<file path="src/design/aarm_pkg.sv">
// shared constants, types and arithmetic helpers for the rotation matrix block
package aarm_pkg;

	localparam int CORDIC_STEPS = 20;
	localparam int SQRT_STEPS = 32;
	localparam int DIV_STEPS = 17;
	localparam logic signed [31:0] CORDIC_INV_GAIN = 32'sd652032874;
	localparam logic signed [17:0] Q16_ONE = 18'sd65536;

	typedef logic signed [17:0] q16_t;

	// cordic phase per step, 2^32 units per turn
	function automatic logic signed [31:0] phase_step(input int i);
		logic signed [31:0] p;
		case (i)
			0: p = 32'sd536870912;
			1: p = 32'sd316933406;
			2: p = 32'sd167458907;
			3: p = 32'sd85004756;
			4: p = 32'sd42667331;
			5: p = 32'sd21354465;
			6: p = 32'sd10679838;
			7: p = 32'sd5340245;
			8: p = 32'sd2670163;
			9: p = 32'sd1335087;
			10: p = 32'sd667544;
			11: p = 32'sd333772;
			12: p = 32'sd166886;
			13: p = 32'sd83443;
			14: p = 32'sd41722;
			15: p = 32'sd20861;
			16: p = 32'sd10430;
			17: p = 32'sd5215;
			18: p = 32'sd2608;
			19: p = 32'sd1304;
			default: p = 32'sd0;
		endcase
		return p;
	endfunction

	function automatic q16_t clamp18(input logic signed [23:0] v);
		q16_t r;
		if (v > 24'sd65536)
			r = Q16_ONE;
		else if (v < -24'sd65536)
			r = -Q16_ONE;
		else
			r = v[17:0];
		return r;
	endfunction

	function automatic logic signed [35:0] mul18(input q16_t a, input q16_t b);
		logic signed [35:0] ae;
		logic signed [35:0] be;
		ae = 36'(a);
		be = 36'(b);
		return ae * be;
	endfunction

	function automatic logic signed [55:0] mul_pt(input logic signed [35:0] p,
			input logic signed [18:0] t);
		logic signed [55:0] pe;
		logic signed [55:0] te;
		pe = 56'(p);
		te = 56'(t);
		return pe * te;
	endfunction

	// floor((v + 2^31) / 2^32) then clamp to +-1.0
	function automatic q16_t round32(input logic signed [55:0] v);
		logic signed [55:0] w;
		w = v + 56'sd2147483648;
		return clamp18(w[55:32]);
	endfunction

endpackage

</file>
<file path="src/design/aarm_isqrt.sv">
// pipelined integer square root, one root bit per stage
module aarm_isqrt (
	input  logic        clk,
	input  logic        en,
	input  logic [63:0] radicand,
	output logic [31:0] root
);
	import aarm_pkg::*;

	logic [33:0] rem_s [1:SQRT_STEPS];
	logic [31:0] rt_s  [1:SQRT_STEPS];
	logic [63:0] rad_s [1:SQRT_STEPS];

	for (genvar j = 0; j < SQRT_STEPS; j++) begin : g_step
		logic [33:0] rem_p;
		logic [31:0] rt_p;
		logic [63:0] rad_p;
		logic [35:0] cur;
		logic [35:0] trial;
		logic        ge;

		if (j == 0) begin : g_first
			assign rem_p = '0;
			assign rt_p = '0;
			assign rad_p = radicand;
		end else begin : g_next
			assign rem_p = rem_s[j];
			assign rt_p = rt_s[j];
			assign rad_p = rad_s[j];
		end

		assign cur = {rem_p, rad_p[63:62]};
		assign trial = {2'b00, rt_p, 2'b01};
		assign ge = cur >= trial;

		always_ff @(posedge clk) begin
			if (en) begin
				rem_s[j+1] <= ge ? 34'(cur - trial) : cur[33:0];
				rt_s[j+1] <= {rt_p[30:0], ge};
				rad_s[j+1] <= {rad_p[61:0], 2'b00};
			end
		end
	end

	assign root = rt_s[SQRT_STEPS];

endmodule

</file>
<file path="config.mk">
export PLATFORM = sky130hd
export DESIGN_NAME = aarm_isqrt
export DESIGN_NICKNAME = d
export VERILOG_FILES = /design/src/design/aarm_pkg.sv /design/src/design/aarm_isqrt.sv
export SDC_FILE = /design/constraint.sdc
export NUM_CORES = 2
export LEC_CHECK = 0
export BUFFER_PORTS_ARGS = -buffer_cell sky130_fd_sc_hd__buf_4
export CAP_MARGIN = 10
export CORE_ASPECT_RATIO = 0.7
export CORE_MARGIN = 3
export CORE_UTILIZATION = 30
export DETAILED_ROUTE_END_ITERATION = 8
export PLACE_DENSITY_LB_ADDON = 0.25
export SYNTH_ARGS = -nofsm -noshare
export SYNTH_HDL_FRONTEND = slang
export SYNTH_MEMORY_MAX_BITS = 65536
export SYNTH_SLANG_ARGS = --single-unit
</file>
<file path="constraint.sdc">
create_clock -name clk -period 4 [get_ports clk]
set_input_delay 1 -clock clk [delete_from_list [all_inputs] [get_ports clk]]
set_output_delay 1 -clock clk [all_outputs]
set_load 0.05 [all_outputs]
</file>
==> flow_summary.toml <==
[logic_synthesis]
ys_seq_elements = 2523
synth_area_sq_mm = 0.117
postSynthAreaPerCell_sq_um = 13.1
synth_nets = 9544
ys_types = 99
synthCells = 8916
async_reset_ff_share_pct = 0
synth-seq-area-share_pct = 65.0
synth_warnings = 0
synth_edf_count = 2523
ys.flop_type = "edfxtp_1"

[drt]
drc = 0
via_count = 70100
post_drt_wl_per_cell_um = 18.5
avgViaCountPerCell = 4.79
drtIter0Drc = 6919
detail-route-antenna-nets = 0
dr.pass1.iters = 7
routed_wl_um = 270000

[timing]
skew_ns = 0.0489
rsz0062_at_grt = "false"
fin_crit_ns = 3.88
max_slew_margin_pct = 37.1
final-setup-viol-count = 0
tns_ns = 0
slew_violations = 0
max_freq_mhz = 258
hold_viol_final = 0
tightestPinTransition_ns = 0.934
whs_ns = 0.259
finalCritPeriodShare_pct = 97.0

[pwr]
p_total_mw = 76.1
leakage_nw = 50.4
vdd_drop_max_mv = 0.311
pwr_density_cell_mw_per_mm2 = 569

[run_status]
status = "complete, no violations"

[die]
start_util_pct = 30.3
die-area_sq_mm = 0.396
coreArea_sq_mm = 0.385
die_y_um = 527
pin_count = 98
die_x_um = 751
row_count = 190

[placement]
gp_congestion = 0.884
dp.cells = 14100
dpl.hpwl_um = 198000
port_buffers = 97

[cells_and_area]
final_common_cell = "edfxtp_1"
syn_to_final_growth_pct = 14.8
drive_gt1_share_pct = 9.05
fin_nets = 9942
fin_cells = 14600
nFillCells = 37100
layout_common_cells = "2523 x edfxtp_1, 713 x inv_1, 624 x nand2_1"

[setup_path]
end_kind = "register"
cp.required_ns = 4.70
crit_fanout = 11
crit_type = "register to register"
critPathLaunchType = "register"
cp_data_arrival_time_ns = 4.58

[clock_tree]
path_clk_slew_ns = 0.07
cts_tree = "done"
htree_levels = 5
clkLatencyLatePin_ns = 0.93
cts.sinks = 2523
cts_buffer_depth = 4
postCtsHoldBufs = 0
post_cts_buffers = 0
cts_root_buf = "clkbuf_16"
cts_made_buffers = 275

[grt]
grt_pass1_vias = 67700
grt.overflow.total = 0
antenna_found_initial = 16
grt_max_degree = 149
grt_pass1_wl_um = 412000
grtUsageTotal_pct = 13.3

[job]
cap_violations = 0

[hold_path]
hold_path.class = "input pin to register"
layout make-up:
class                           instances  area, sq um  share of cell area, %
Antenna cell                            3         7.51                0.00561
Timing Repair Buffer                  285         2570                   1.92
Tap cell                             5088         6370                   4.76
Clock buffer                          333         7250                   5.42
Clock inverter                        158         1610                   1.21
Sequential cell                      2523        75800                   56.6
Inverter                              717         2690                   2.01
Multi-Input combinational cell       5512        37500                   28.0
stage by stage:
stage	cell area, sq um	util [%]	setup slack (ns)
after floorplan	117000	-	0.719
after global placement	125000	32.5	-0.153
after detailed placement	125000	32.5	0.0328
after CTS	134000	34.8	0.00540
after global routing	134000	34.8	0.00895
final	134000	34.8	0.122
power by group:
group | switching [mW] | total [mW] | internal [mW]
clock | 10.6 | 25.2 | 14.6
combinational | 8.74 | 15.0 | 6.30
sequential | 2.45 | 35.9 | 33.4
registers in the layout, indices dropped and copies added (netlist names):
name	count
rem_s	1003
rad_s	992
rt_s	528
routing by layer:
metal / track usage (%) / vias up / routed length [um]
met1: 21.1 / 34100 / 140000
li1: - / 33800 / -
met2: 18.4 / 1835 / 108000
met5: 0 / - / 0
met3: 2.36 / 343 / 16500
met4: 2.95 / 0 / 5150
what timing repair did:
item | CTS | global route
hold endpoints to repair | 0 | 0
resized for setup | 0 | 15
endpoints found under the setup margin | 0 | 26
path summary, 6_finish.rpt:
kind / end / startpoint / cells after the start / slack (ns)
max: rem_s[0][319]$_DFFE_PP_ / rem_s[0][284]$_DFFE_PP_ / 9 / 0.12
min: rad_s[0][120]$_DFFE_PP_ / radicand[58] / 1 / 0.26
max reg2reg: rem_s[0][319]$_DFFE_PP_ / rem_s[0][284]$_DFFE_PP_ / 9 / 0.12
min reg2reg: rad_s[0][285]$_DFFE_PP_ / rad_s[0][221]$_DFFE_PP_ / 0 / 0.40
cell families (layout without fill, tap and decap cells):
group	Yosys count	after routing	synth area share (%)
DFF	2523	2523	65.0
and+or+nand+nor	2235	2235	9.38
AOI/OAI and AO/OA	1792	1792	9.57
buffers and inverters	881	1493	2.89
xor gates and xnor gates	842	842	6.33
adders and majority gates	562	562	6.04
muxes	80	80	0.772
other	1	4	0.00322
cell usage after synthesis, drive strengths merged (136+ instances only):
library cell	n	share of area, %
a21oi	537	2.3
nand2	625	2.0
ha	562	6.0
nor3	239	1.0
clkbuf	145	0.47
nand3	136	0.59
o21ai	478	2.1
inv	715	2.3
a21o	255	1.6
edfxtp	2523	65
nor2	529	1.7
xor2	418	3.1
xnor2	424	3.2
critical path: stages (launching register included):
cell      delay [ns]
edfxtp_1        0.45
or4_4           0.64
nor4b_4         0.37
nand2_1         0.26
nor4_1          0.41
or4_1           0.23
o221ai_1        0.17
or3_1           0.56
nor2_1          0.20
xor2_1          0.36
Power figures use the tool's default switching activity.
